`src/multichannel_pulse_counter_assert.svh`:
```
// Assertion macros used by the pulse counter top level.
`ifndef MULTICHANNEL_PULSE_COUNTER_ASSERT_SVH
`define MULTICHANNEL_PULSE_COUNTER_ASSERT_SVH

// Same-cycle implication, checked outside reset.
`define MPC_ASSERT_IMP(lbl, ante, cons, msg) \
  lbl: assert property (@(posedge clk) disable iff (!rst_n) (ante) |-> (cons)) else $error(msg);

// Condition that must never be seen outside reset.
`define MPC_ASSERT_NEVER(lbl, cond, msg) \
  lbl: assert property (@(posedge clk) disable iff (!rst_n) !(cond)) else $error(msg);

`endif

```
`src/mpc_pkg.sv`:
```
// Shared types and constants of the multichannel pulse counter.
package mpc_pkg;

  localparam int CHANNEL_COUNT_DEF = 9;
  localparam int PIN_BITS          = 9;
  localparam int IDX_W             = 4;
  localparam int CNT_W             = 16;
  localparam int RUN_W             = 8;
  localparam int QUEUE_DEPTH_DEF   = 2;
  localparam int IN_DATA_W         = 24;
  localparam int OUT_DATA_W        = 40;

  localparam logic [RUN_W-1:0] RUN_MAX = 8'hFF;

  // Register indexes of the configuration port
  localparam logic [1:0] CFG_SAMPLE_INTERVAL = 2'd0;
  localparam logic [1:0] CFG_HIGH_THRESHOLD  = 2'd1;
  localparam logic [1:0] CFG_LOW_THRESHOLD   = 2'd2;

  localparam logic [7:0] RST_SAMPLE_INTERVAL = 8'd10;
  localparam logic [7:0] RST_HIGH_THRESHOLD  = 8'd3;
  localparam logic [7:0] RST_LOW_THRESHOLD   = 8'd3;

  typedef struct packed {
    logic [7:0] sample_interval;
    logic [7:0] high_threshold;
    logic [7:0] low_threshold;
  } cfg_t;

  typedef struct packed {
    logic full;
    logic empty;
  } queue_stat_t;

  typedef struct packed {
    logic [IDX_W-1:0] channel_index;
    logic [CNT_W-1:0] low_pulse_count;
    logic [CNT_W-1:0] high_pulse_count;
    logic             low_wrapped;
    logic             high_wrapped;
    logic             count_changed;
    logic             last_channel;
  } result_t;

endpackage

```
`src/multichannel_pulse_counter.sv`:
```
// Top level of the multichannel debounced pulse counter.
//
//   channel  direction  handshake             payload
//   in_      slave      in_tvalid/in_tready   tdata: ticks_elapsed, pin_levels
//   out_     master     out_tvalid/out_tready tdata: counts and flags, tuser, tlast
//   cfg_     write      cfg_we                cfg_index, cfg_wdata
//
// An input transaction that does not sample the pins yields nothing.
// A sampling gives CHANNEL_COUNT results, one per cycle while the output is not stalled,
// set by the back end's channel sequencer that updates one channel's state per cycle.
// Input is taken each cycle while the two-entry sampling queue has room.
// A stalled output holds its result and stops the channel walk; reset is synchronous.
module multichannel_pulse_counter #(
  parameter int CHANNEL_COUNT = mpc_pkg::CHANNEL_COUNT_DEF
) (
  input  logic                           clk,
  input  logic                           rst_n,
  input  logic                           in_tvalid,
  output logic                           in_tready,
  // [7:0] ticks_elapsed, [16:8] pin_levels, [23:17] zero
  input  logic [mpc_pkg::IN_DATA_W-1:0]  in_tdata,
  output logic                           out_tvalid,
  input  logic                           out_tready,
  // [3:0] channel_index, [19:4] low_pulse_count, [35:20] high_pulse_count,
  // [36] low_wrapped, [37] high_wrapped, [39:38] zero
  output logic [mpc_pkg::OUT_DATA_W-1:0] out_tdata,
  // [0] count_changed
  output logic [0:0]                     out_tuser,
  output logic                           out_tlast,
  input  logic                           cfg_we,
  input  logic [1:0]                     cfg_index,
  input  logic [7:0]                     cfg_wdata
);
  import mpc_pkg::*;

`include "multichannel_pulse_counter_assert.svh"

  localparam int CH_W = (CHANNEL_COUNT > 1) ? $clog2(CHANNEL_COUNT) : 1;
  localparam logic [CH_W+IDX_W-1:0] LAST_EXT = (CH_W + IDX_W)'(CHANNEL_COUNT - 1);

  cfg_t                cfg_r;
  queue_stat_t         q_stat;
  logic                push;
  logic                pop;
  logic [PIN_BITS-1:0] push_pins;
  logic [PIN_BITS-1:0] head_pins;
  result_t             res;

  // configuration registers
  always_ff @(posedge clk) begin
    if (!rst_n) begin
      cfg_r.sample_interval <= RST_SAMPLE_INTERVAL;
      cfg_r.high_threshold  <= RST_HIGH_THRESHOLD;
      cfg_r.low_threshold   <= RST_LOW_THRESHOLD;
    end else if (cfg_we) begin
      case (cfg_index)
        CFG_SAMPLE_INTERVAL: cfg_r.sample_interval <= cfg_wdata;
        CFG_HIGH_THRESHOLD:  cfg_r.high_threshold  <= cfg_wdata;
        CFG_LOW_THRESHOLD:   cfg_r.low_threshold   <= cfg_wdata;
        default: ;
      endcase
    end
  end

  mpc_front u_front (
    .clk           (clk),
    .rst_n         (rst_n),
    .in_valid      (in_tvalid),
    .in_ready      (in_tready),
    .ticks_elapsed (in_tdata[7:0]),
    .pin_levels    (in_tdata[PIN_BITS+7:8]),
    .cfg           (cfg_r),
    .q_stat        (q_stat),
    .push          (push),
    .push_pins     (push_pins)
  );

  mpc_queue #(
    .WIDTH (PIN_BITS),
    .DEPTH (QUEUE_DEPTH_DEF)
  ) u_queue (
    .clk       (clk),
    .rst_n     (rst_n),
    .push      (push),
    .push_data (push_pins),
    .pop       (pop),
    .head_data (head_pins),
    .stat      (q_stat)
  );

  mpc_back #(
    .CHANNEL_COUNT (CHANNEL_COUNT)
  ) u_back (
    .clk       (clk),
    .rst_n     (rst_n),
    .cfg       (cfg_r),
    .q_stat    (q_stat),
    .head_pins (head_pins),
    .pop       (pop),
    .out_valid (out_tvalid),
    .out_ready (out_tready),
    .out_res   (res)
  );

  // output packing
  assign out_tdata = {2'b00, res.high_wrapped, res.low_wrapped, res.high_pulse_count,
                      res.low_pulse_count, res.channel_index};
  assign out_tuser = res.count_changed;
  assign out_tlast = res.last_channel;

  `MPC_ASSERT_IMP(a_last_index, out_tvalid && out_tlast, out_tdata[3:0] == LAST_EXT[IDX_W-1:0], "last result not on final channel")
  `MPC_ASSERT_NEVER(a_queue_stat, q_stat.full && q_stat.empty, "queue both full and empty")
  `MPC_ASSERT_IMP(a_push_room, push, !q_stat.full, "sampling pushed into full queue")
  `MPC_ASSERT_IMP(a_pop_data, pop, !q_stat.empty, "sampling popped from empty queue")

endmodule

```
`src/mpc_front.sv`:
```
// Front end: tick postscaler that decides which input transactions sample the pins.
module mpc_front (
  input  logic                         clk,
  input  logic                         rst_n,
  input  logic                         in_valid,
  output logic                         in_ready,
  input  logic [7:0]                   ticks_elapsed,
  input  logic [mpc_pkg::PIN_BITS-1:0] pin_levels,
  input  mpc_pkg::cfg_t                cfg,
  input  mpc_pkg::queue_stat_t         q_stat,
  output logic                         push,
  output logic [mpc_pkg::PIN_BITS-1:0] push_pins
);
  import mpc_pkg::*;

  logic [7:0] acc_r;
  logic [7:0] acc_nxt;
  logic [7:0] acc_sum;
  logic       accept;
  logic       hit;

  assign in_ready  = !q_stat.full;
  assign accept    = in_valid && in_ready;
  assign acc_sum   = acc_r + ticks_elapsed;
  assign hit       = acc_sum >= cfg.sample_interval;
  assign push      = accept && hit;
  assign push_pins = pin_levels;

  // accumulate wrapped ticks, drop one interval on each sampling
  always_comb begin
    acc_nxt = acc_r;
    if (accept) begin
      acc_nxt = hit ? (acc_sum - cfg.sample_interval) : acc_sum;
    end
  end

  always_ff @(posedge clk) begin
    if (!rst_n) begin
      acc_r <= '0;
    end else begin
      acc_r <= acc_nxt;
    end
  end

endmodule

```
`src/mpc_queue.sv`:
```
// Small register queue of pending samplings between front and back end.
module mpc_queue #(
  parameter int WIDTH = mpc_pkg::PIN_BITS,
  parameter int DEPTH = mpc_pkg::QUEUE_DEPTH_DEF
) (
  input  logic                 clk,
  input  logic                 rst_n,
  input  logic                 push,
  input  logic [WIDTH-1:0]     push_data,
  input  logic                 pop,
  output logic [WIDTH-1:0]     head_data,
  output mpc_pkg::queue_stat_t stat
);
  import mpc_pkg::*;

  localparam int PTR_W = (DEPTH > 1) ? $clog2(DEPTH) : 1;
  localparam int CNT_W = $clog2(DEPTH + 1);
  localparam logic [PTR_W-1:0] PTR_LAST = PTR_W'(DEPTH - 1);
  localparam logic [CNT_W-1:0] CNT_FULL = CNT_W'(DEPTH);

  logic [WIDTH-1:0] mem_r [DEPTH];
  logic [PTR_W-1:0] wr_ptr_r, wr_ptr_nxt;
  logic [PTR_W-1:0] rd_ptr_r, rd_ptr_nxt;
  logic [CNT_W-1:0] cnt_r, cnt_nxt;

  assign stat.full  = cnt_r == CNT_FULL;
  assign stat.empty = cnt_r == '0;
  assign head_data  = mem_r[rd_ptr_r];

  always_comb begin
    wr_ptr_nxt = wr_ptr_r;
    rd_ptr_nxt = rd_ptr_r;
    cnt_nxt    = cnt_r;
    if (push) begin
      wr_ptr_nxt = (wr_ptr_r == PTR_LAST) ? '0 : wr_ptr_r + 1'b1;
    end
    if (pop) begin
      rd_ptr_nxt = (rd_ptr_r == PTR_LAST) ? '0 : rd_ptr_r + 1'b1;
    end
    if (push && !pop) begin
      cnt_nxt = cnt_r + 1'b1;
    end else if (pop && !push) begin
      cnt_nxt = cnt_r - 1'b1;
    end
  end

  always_ff @(posedge clk) begin
    if (!rst_n) begin
      wr_ptr_r <= '0;
      rd_ptr_r <= '0;
      cnt_r    <= '0;
    end else begin
      wr_ptr_r <= wr_ptr_nxt;
      rd_ptr_r <= rd_ptr_nxt;
      cnt_r    <= cnt_nxt;
    end
  end

  // entry storage, no reset needed
  always_ff @(posedge clk) begin
    if (push) begin
      mem_r[wr_ptr_r] <= push_data;
    end
  end

endmodule

```
`src/mpc_back.sv`:
```
// Back end: walks the channels of one sampling, updates runs and counts, drives results.
module mpc_back #(
  parameter int CHANNEL_COUNT = mpc_pkg::CHANNEL_COUNT_DEF
) (
  input  logic                         clk,
  input  logic                         rst_n,
  input  mpc_pkg::cfg_t                cfg,
  input  mpc_pkg::queue_stat_t         q_stat,
  input  logic [mpc_pkg::PIN_BITS-1:0] head_pins,
  output logic                         pop,
  output logic                         out_valid,
  input  logic                         out_ready,
  output mpc_pkg::result_t             out_res
);
  import mpc_pkg::*;

  localparam int CH_W = (CHANNEL_COUNT > 1) ? $clog2(CHANNEL_COUNT) : 1;
  localparam logic [CH_W-1:0] CH_LAST = CH_W'(CHANNEL_COUNT - 1);

  logic [RUN_W-1:0] hrun_r [CHANNEL_COUNT];
  logic [RUN_W-1:0] lrun_r [CHANNEL_COUNT];
  logic [CNT_W-1:0] hcnt_r [CHANNEL_COUNT];
  logic [CNT_W-1:0] lcnt_r [CHANNEL_COUNT];
  logic             hwrap_r [CHANNEL_COUNT];
  logic             lwrap_r [CHANNEL_COUNT];

  logic                busy_r;
  logic [CH_W-1:0]     ch_r;
  logic [PIN_BITS-1:0] pins_r;
  logic                out_valid_r;
  result_t             out_res_r;

  logic [CHANNEL_COUNT-1:0] lvl_vec;
  logic                     level;
  logic                     advance;
  logic                     load;
  logic                     last;
  logic [CH_W+IDX_W-1:0]    ch_ext;

  logic [RUN_W-1:0] run_cur, run_inc;
  logic [CNT_W-1:0] cnt_cur, cnt_inc;
  logic [RUN_W-1:0] thr;
  logic             run_grow, hit;
  logic [RUN_W-1:0] hrun_nxt, lrun_nxt;
  logic [CNT_W-1:0] hcnt_nxt, lcnt_nxt;
  logic             hwrap_nxt, lwrap_nxt;

  // lines without a pin bit sample low
  for (genvar i = 0; i < CHANNEL_COUNT; i++) begin : g_lvl
    if (i < PIN_BITS) begin : g_pin
      assign lvl_vec[i] = pins_r[i];
    end else begin : g_nopin
      assign lvl_vec[i] = 1'b0;
    end
  end

  assign level   = lvl_vec[ch_r];
  assign last    = ch_r == CH_LAST;
  assign advance = busy_r && (!out_valid_r || out_ready);
  assign load    = !q_stat.empty && (!busy_r || (advance && last));
  assign pop     = load;
  assign ch_ext  = {{IDX_W{1'b0}}, ch_r};

  // run and count update of the selected channel
  always_comb begin
    run_cur  = level ? hrun_r[ch_r] : lrun_r[ch_r];
    cnt_cur  = level ? hcnt_r[ch_r] : lcnt_r[ch_r];
    thr      = level ? cfg.high_threshold : cfg.low_threshold;
    run_grow = run_cur != RUN_MAX;
    run_inc  = run_cur + 1'b1;
    cnt_inc  = cnt_cur + 1'b1;
    hit      = run_grow && (run_inc == thr);

    hrun_nxt  = hrun_r[ch_r];
    lrun_nxt  = lrun_r[ch_r];
    hcnt_nxt  = hcnt_r[ch_r];
    lcnt_nxt  = lcnt_r[ch_r];
    hwrap_nxt = hwrap_r[ch_r];
    lwrap_nxt = lwrap_r[ch_r];
    if (level) begin
      lrun_nxt = '0;
      if (run_grow) hrun_nxt = run_inc;
      if (hit) begin
        hcnt_nxt = cnt_inc;
        if (cnt_inc == '0) hwrap_nxt = 1'b1;
      end
    end else begin
      hrun_nxt = '0;
      if (run_grow) lrun_nxt = run_inc;
      if (hit) begin
        lcnt_nxt = cnt_inc;
        if (cnt_inc == '0) lwrap_nxt = 1'b1;
      end
    end
  end

  // per-channel state
  always_ff @(posedge clk) begin
    if (!rst_n) begin
      for (int i = 0; i < CHANNEL_COUNT; i++) begin
        hrun_r[i]  <= RUN_MAX;
        lrun_r[i]  <= RUN_MAX;
        hcnt_r[i]  <= '0;
        lcnt_r[i]  <= '0;
        hwrap_r[i] <= 1'b0;
        lwrap_r[i] <= 1'b0;
      end
    end else if (advance) begin
      hrun_r[ch_r]  <= hrun_nxt;
      lrun_r[ch_r]  <= lrun_nxt;
      hcnt_r[ch_r]  <= hcnt_nxt;
      lcnt_r[ch_r]  <= lcnt_nxt;
      hwrap_r[ch_r] <= hwrap_nxt;
      lwrap_r[ch_r] <= lwrap_nxt;
    end
  end

  // channel sequencer and output valid
  always_ff @(posedge clk) begin
    if (!rst_n) begin
      busy_r      <= 1'b0;
      ch_r        <= '0;
      out_valid_r <= 1'b0;
    end else begin
      if (load) begin
        busy_r <= 1'b1;
        ch_r   <= '0;
      end else if (advance) begin
        if (last) begin
          busy_r <= 1'b0;
        end else begin
          ch_r <= ch_r + 1'b1;
        end
      end
      if (advance) begin
        out_valid_r <= 1'b1;
      end else if (out_ready) begin
        out_valid_r <= 1'b0;
      end
    end
  end

  // payload registers
  always_ff @(posedge clk) begin
    if (load) begin
      pins_r <= head_pins;
    end
    if (advance) begin
      out_res_r.channel_index    <= ch_ext[IDX_W-1:0];
      out_res_r.low_pulse_count  <= lcnt_nxt;
      out_res_r.high_pulse_count <= hcnt_nxt;
      out_res_r.low_wrapped      <= lwrap_nxt;
      out_res_r.high_wrapped     <= hwrap_nxt;
      out_res_r.count_changed    <= hit;
      out_res_r.last_channel     <= last;
    end
  end

  assign out_valid = out_valid_r;
  assign out_res   = out_res_r;

endmodule
```
`config.mk`:
```
export PLATFORM = sky130hd
export DESIGN_NAME = multichannel_pulse_counter
export DESIGN_NICKNAME = d
export VERILOG_FILES = /design/src/mpc_pkg.sv /design/src/multichannel_pulse_counter.sv /design/src/mpc_front.sv /design/src/mpc_queue.sv /design/src/mpc_back.sv
export VERILOG_INCLUDE_DIRS = /design/src /design/src/src
export SDC_FILE = /design/constraint.sdc
export NUM_CORES = 1
export LEC_CHECK = 0
export BUFFER_PORTS_ARGS = -buffer_cell sky130_fd_sc_hd__buf_2
export CAP_MARGIN = 20
export CORE_ASPECT_RATIO = 1.25
export CORE_MARGIN = 1.5
export CORE_UTILIZATION = 60
export CTS_BUF_LIST = sky130_fd_sc_hd__clkbuf_4
export CTS_CLUSTER_SIZE = 24
export DETAILED_ROUTE_END_ITERATION = 8
export PLACE_DENSITY = 0.77
export RECOVER_POWER = 100
export SLEW_MARGIN = 0
export SYNTH_ARGS = -nofsm -noshare
export SYNTH_HDL_FRONTEND = slang
export SYNTH_SLANG_ARGS = --single-unit
```
`constraint.sdc`:
```
create_clock -name clk -period 11.81 [get_ports clk]
set_clock_uncertainty 0.15 [all_clocks]
set_input_delay 0.5905 -clock clk [delete_from_list [all_inputs] [get_ports clk]]
set_output_delay 0.5905 -clock clk [all_outputs]
set_load 0.01 [all_outputs]
```
# Yosys cells after proc, flatten, opt, wreduce, memory -nomap -nowiden
# Memory sizes are Yosys's and may differ from the RTL's. A register that Yosys moved wholly into a read port is not among the register bits.
# Index checks and enable logic that the tools add are counted.
# word_totals
reg_bits,82
mem_bits_rw,468
inputBits,39
output_inout_bits,44
word_cells,143
mem_count,7
# mem_list
name,depth,word_bits,read_ports,rd_clocked_by_memory_dff,wr,line_no,text
u_back.hcnt_r,9,16,1,1,9,mpc_back.sv:22,logic [CNT_W-1:0] hcnt_r [CHANNEL_COUNT];
u_back.lcnt_r,9,16,1,1,9,mpc_back.sv:23,logic [CNT_W-1:0] lcnt_r [CHANNEL_COUNT];
u_back.hrun_r,9,8,1,1,9,mpc_back.sv:20,logic [RUN_W-1:0] hrun_r [CHANNEL_COUNT];
u_back.lrun_r,9,8,1,1,9,mpc_back.sv:21,logic [RUN_W-1:0] lrun_r [CHANNEL_COUNT];
u_queue.mem_r,2,9,1,1,1,mpc_queue.sv:21,logic [WIDTH-1:0] mem_r [DEPTH];
u_back.hwrap_r,9,1,1,1,9,mpc_back.sv:24,logic hwrap_r [CHANNEL_COUNT];
+1 memories,-,-,-,-,-,-,
# op_classes
n_addsub,9
n_lt_le_gt_ge,2
eq_ne,6
muxes,65
bitwise_logic,2
n_reduce_logical,35
# op_table
cell,count
16-bit two-way mux,7
4-bit two-way mux,18
8-bit two-way mux,9
16-bit OR reduction,2
1-bit two-way mux,28
16-bit by 1-bit adder with 16-bit output (second input constant),1
16-bit logical NOT,1
8-bit OR reduction,2
2-bit AND reduction,5
8-bit by 1-bit adder with 8-bit output (second input constant),1
8-bit adder,1
8-bit equality test,1
8-bit greater-or-equal comparator,1
1-bit logical AND,8
8-bit != test (second input constant),1
2-bit nonzero test,4
8-bit subtractor,1
1-bit logical NOT,6
4-bit by 5-bit < comparator with 1-bit output (second input constant),1
4-bit by 1-bit adder with 4-bit output (second input constant),1
1-bit binary-select mux with 4-bit select,1
2-bit equality test (second input constant),2
4-bit equality test (second input constant),1
2-bit logical NOT,2
other kinds (9),14

# Logic depth before layout (Yosys ltp)
# depth
word_depth,9
mapped_depth,22
ltp_nobuf,17

# Hierarchy
# Synthesis repeated with hierarchy kept, for this count alone.
# unflattened
hier_cells,2504
hier_area_um2,39492.9
# modules_own_cells
mod,instances,cells_each,area_per_inst_um2,seq_area_each_um2
mpc_back,1,2214,36525.0,25514.5
mpc_front,1,146,1142.3,160.2
multichannel_pulse_counter,1,94,959.7,480.5
mpc_queue,1,50,865.8,640.6

# Worst setup path after synthesis
# No wires, ideal clock.
# synth_timing
path_kind,register to register
from,reg u_back.ch_r[0]
to,"mem u_back.hcnt_r[10][0], data pin"
setup_ps,302
t_arrival_ps,5133
required_ps,11358
path_slack_ps,6225
stages_incl_launch_ff,20
n_path_buf,6
synth_period_minus_slack_ps,5585
cell_sequence,dfxtp_1 mux4_2 nor3b_4 a211oi_4 buf_6 buf_2 buf_1 clkbuf_1 nand2_1 nand2_1 ha_1 clkbuf_1 inv_1 a311oi_1 or4b_4 a211oi_4 nand3_4 buf_8 xor2_1 inv_1
# synth_rtl
item,line_no,text
"start, declared",mpc_back.sv:28,logic [CH_W-1:0] ch_r;
"start signal, assigned",mpc_back.sv:132,ch_r <= ch_r + 1'b1;
"end, declared",mpc_back.sv:22,

==> impl_metrics.env <==
export IMPL_path_cells="buf_4 -> mux4_2 -> a22oi_1 -> nand2_1 -> nand2_1 -> nand2_1 -> ha_1 -> inv_1 -> nor4_1 -> a311oi_1 -> or4b_1 -> a211oi_4 -> nand3_4 -> o21bai_1 -> inv_1"
export IMPL_cp_slowest_cell="dfxtp_1"
export IMPL_vias_per_cell=6.24
export IMPL_multi_input_area_um2=11200
export IMPL_critPathKind="flip-flop to flip-flop"
export IMPL_die_x_um=232
export IMPL_outcome="finished, violations left"
export IMPL_startpoint_type="flip-flop"
export IMPL_yosysSeqAreaShare_pct=68.3
export IMPL_clk_pin_slew_ps=70
export IMPL_drt_pre_antenna_iters=6
export IMPL_num_rows=104
export IMPL_port_buffers=73
export IMPL_vias=23387
export IMPL_cts_made_buffers=210
export IMPL_grt_pass1_wl_mm=143
export IMPL_hpwl_mm=53.0
export IMPL_cts_tree="built"
export IMPL_final_cell_mix="edfxtp_1 (849), nor2_1 (352), clkbuf_4 (319)"
export IMPL_failed_checks="max-capacitance violations, max-slew violations"
export IMPL_cp_slowest_stage_delay_ps=2350
export IMPL_die_h_um=289
export IMPL_netlist_area_um2=39200
export IMPL_cts_root_buf="clkbuf_4"
export IMPL_final_nets=2785
export IMPL_drc=0
export IMPL_placed_cell_area_um2=40300
export IMPL_synth_edf_count=849
export IMPL_hold_viol=0
export IMPL_cts_setup_buffers=0
export IMPL_start_util_pct=60.7
export IMPL_synth_cell_types=85
export IMPL_p_leak_nw=14.4
export IMPL_cp_common_cell="nand2_1"
export IMPL_vdd_drop_max_mv=0.171
export IMPL_fill_cells=4579
export IMPL_gp_congestion=0.847
export IMPL_die_area_um2=66900
export IMPL_ys_seq_elements=913
export IMPL_worstHoldPathType="input pin to flip-flop"
export IMPL_antenna_found_initial=3
export IMPL_setup_tns_ps=0
export IMPL_cts_max_path_buffers=3
export IMPL_grt_pass1_vias=24587
export IMPL_fmax_ghz=0.115
export IMPL_rsz0062_at_grt="false"
export IMPL_worstPathArrival_ps=9220
export IMPL_overflow=0
export IMPL_syn_area_per_cell_um2=15.7
export IMPL_htreeDepth=4
export IMPL_finalCritPeriodShare_pct=73.5
export IMPL_cp_required_ps=12350
export IMPL_syn_to_final_growth_pct=9.63
export IMPL_period_needed_ps=8680
export IMPL_cts_sinks=913
export IMPL_worstMarginPinSlew_ps=4390
export IMPL_finalMaxSlewViolations=1134
export IMPL_insertion_delay_ps=1080
export IMPL_drt_total_wl_mm=94.9
export IMPL_setup_viol=0
export IMPL_track_usage_pct=29.3
export IMPL_io_pins=83
export IMPL_endpoint_kind="flip-flop"
export IMPL_fin_area_um2=43000
export IMPL_slew_headroom_pct=-192
export IMPL_wl_per_cell_um=25.3
export IMPL_drv_cap=32
export IMPL_grt_max_degree=56
export IMPL_drive_gt1_share_pct=21.4
export IMPL_dp_cells=3321
export IMPL_core_area_um2=64500
export IMPL_drt_iter0_markers=2710
export IMPL_synth_ff_type="edfxtp_1"
export IMPL_yosys_warnings=0
export IMPL_powerDensity_nw_per_um2=205
export IMPL_seqCellArea_um2=26800
export IMPL_cp_max_fo=50
export IMPL_power_total_mw=8.82
export IMPL_postRouteAntennaNets=0
export IMPL_netlist_instances=2491
export IMPL_finalNonFillerCells=3747
export IMPL_synth_async_reset_ratio_pct=0
export IMPL_final_common_cell="edfxtp_1"
[kinds of logic (layout without fill, tap and decap cells)]
logic type               count (synthesis)  after routing  synth area share (%)
other                                    1              4               0.00956
flip-flops                             913            913                  68.3
multiplexers                           296            296                  14.7
XOR/XNOR                                50             50                  1.17
AO/OA/AOI/OAI                          211            211                  3.90
buffers and inverters                  224            629                  2.73
adder cells (fa/ha/maj)                 25             25                 0.836
AND/OR/NAND/NOR                        771            771                  8.33
[Yosys cell counts (all sizes together) (37+ instances only)]
library cell	count	area, um^2
buf	76	514
clkbuf	66	248
nor2	355	1340
nand3	50	280
inv	81	304
mux2i	70	880
mux4	207	4680
edfxtp	849	25500
dfxtp	64	1280
a22oi	76	576
a21oi	37	185
nand2	275	1030
[registers in the layout, summed over array words and instances (netlist names), 9 cells and up, named ones only]
register / count
u_back.out_res: 40
cfg_r: 24
u_back.lwrap_r: 16
u_back.lvl_vec: 9
u_back.hcnt_r: 256
u_back.hwrap_r: 16
u_queue.mem_r: 18
u_back.hrun_r: 128
u_back.lrun_r: 128
u_back.lcnt_r: 256
[routing by layer]
| metal | part of all wire, % | track usage [%] |
|---|---|---|
| met5 | 0 | 0 |
| met4 | 4.0 | 13.2 |
| met3 | 8.6 | 6.11 |
| met2 | 52 | 51.2 |
| met1 | 35 | 35.3 |
[per-stage QoR]
stage	hold WS, ps	worst slack [ps]	utilization (%)
3_5_place_dp	303	4610	62.5
3_3_place_gp	285	4760	62.5
4_1_cts	13.2	4610	67.2
6_report	123	3130	66.6
2_1_floorplan	276	6230	-
5_1_grt	73.7	2440	66.6
[critical path, delay by kind of cell, from the launching register on]
family                   cells  cell delay [ps]
buffers and inverters        3             1610
multiplexers                 1              610
AND/OR/NAND/NOR              6             1480
flip-flops                   1             2350
adder cells (fa/ha/maj)      1              300
AO/OA/AOI/OAI                4             1760
[final cells by class]
type	instances	share of cell area, %
Tap cell	848	2.47
Inverter	82	0.719
Clock inverter	69	0.748
Timing Repair Buffer	159	2.15
Sequential cell	913	62.3
Clock buffer	319	5.57
Antenna cell	2	0.0116
Multi-Input combinational cell	1355	26.0
[power breakdown]
group | internal [mW] | switching (mW) | leakage (nW)
Sequential | 3.94 | 0.0906 | 8.34
Combinational | 0.794 | 1.51 | 4.46
Clock | 1.27 | 1.21 | 1.62
[worst paths after layout]
kind | endpoint | startpoint | depth (start not counted) | slack (ps)
setup / recovery | u_back.lcnt_r[13][2] | flip-flop | 15 | 3130
hold reg to reg | u_back.out_valid | u_back.busy_r | 2 | 320
hold / removal | u_queue.mem_r[1][8] | in_tdata[16] | 2 | 120
setup reg to reg | u_back.lcnt_r[13][2] | flip-flop | 15 | 3130
[repair_timing]
item,in CTS,in global routing
gates resized for setup,0,0
endpoints found under the hold margin,76,0
hold buffers,34,0
Note: power is estimated with default switching activity, not from simulation.
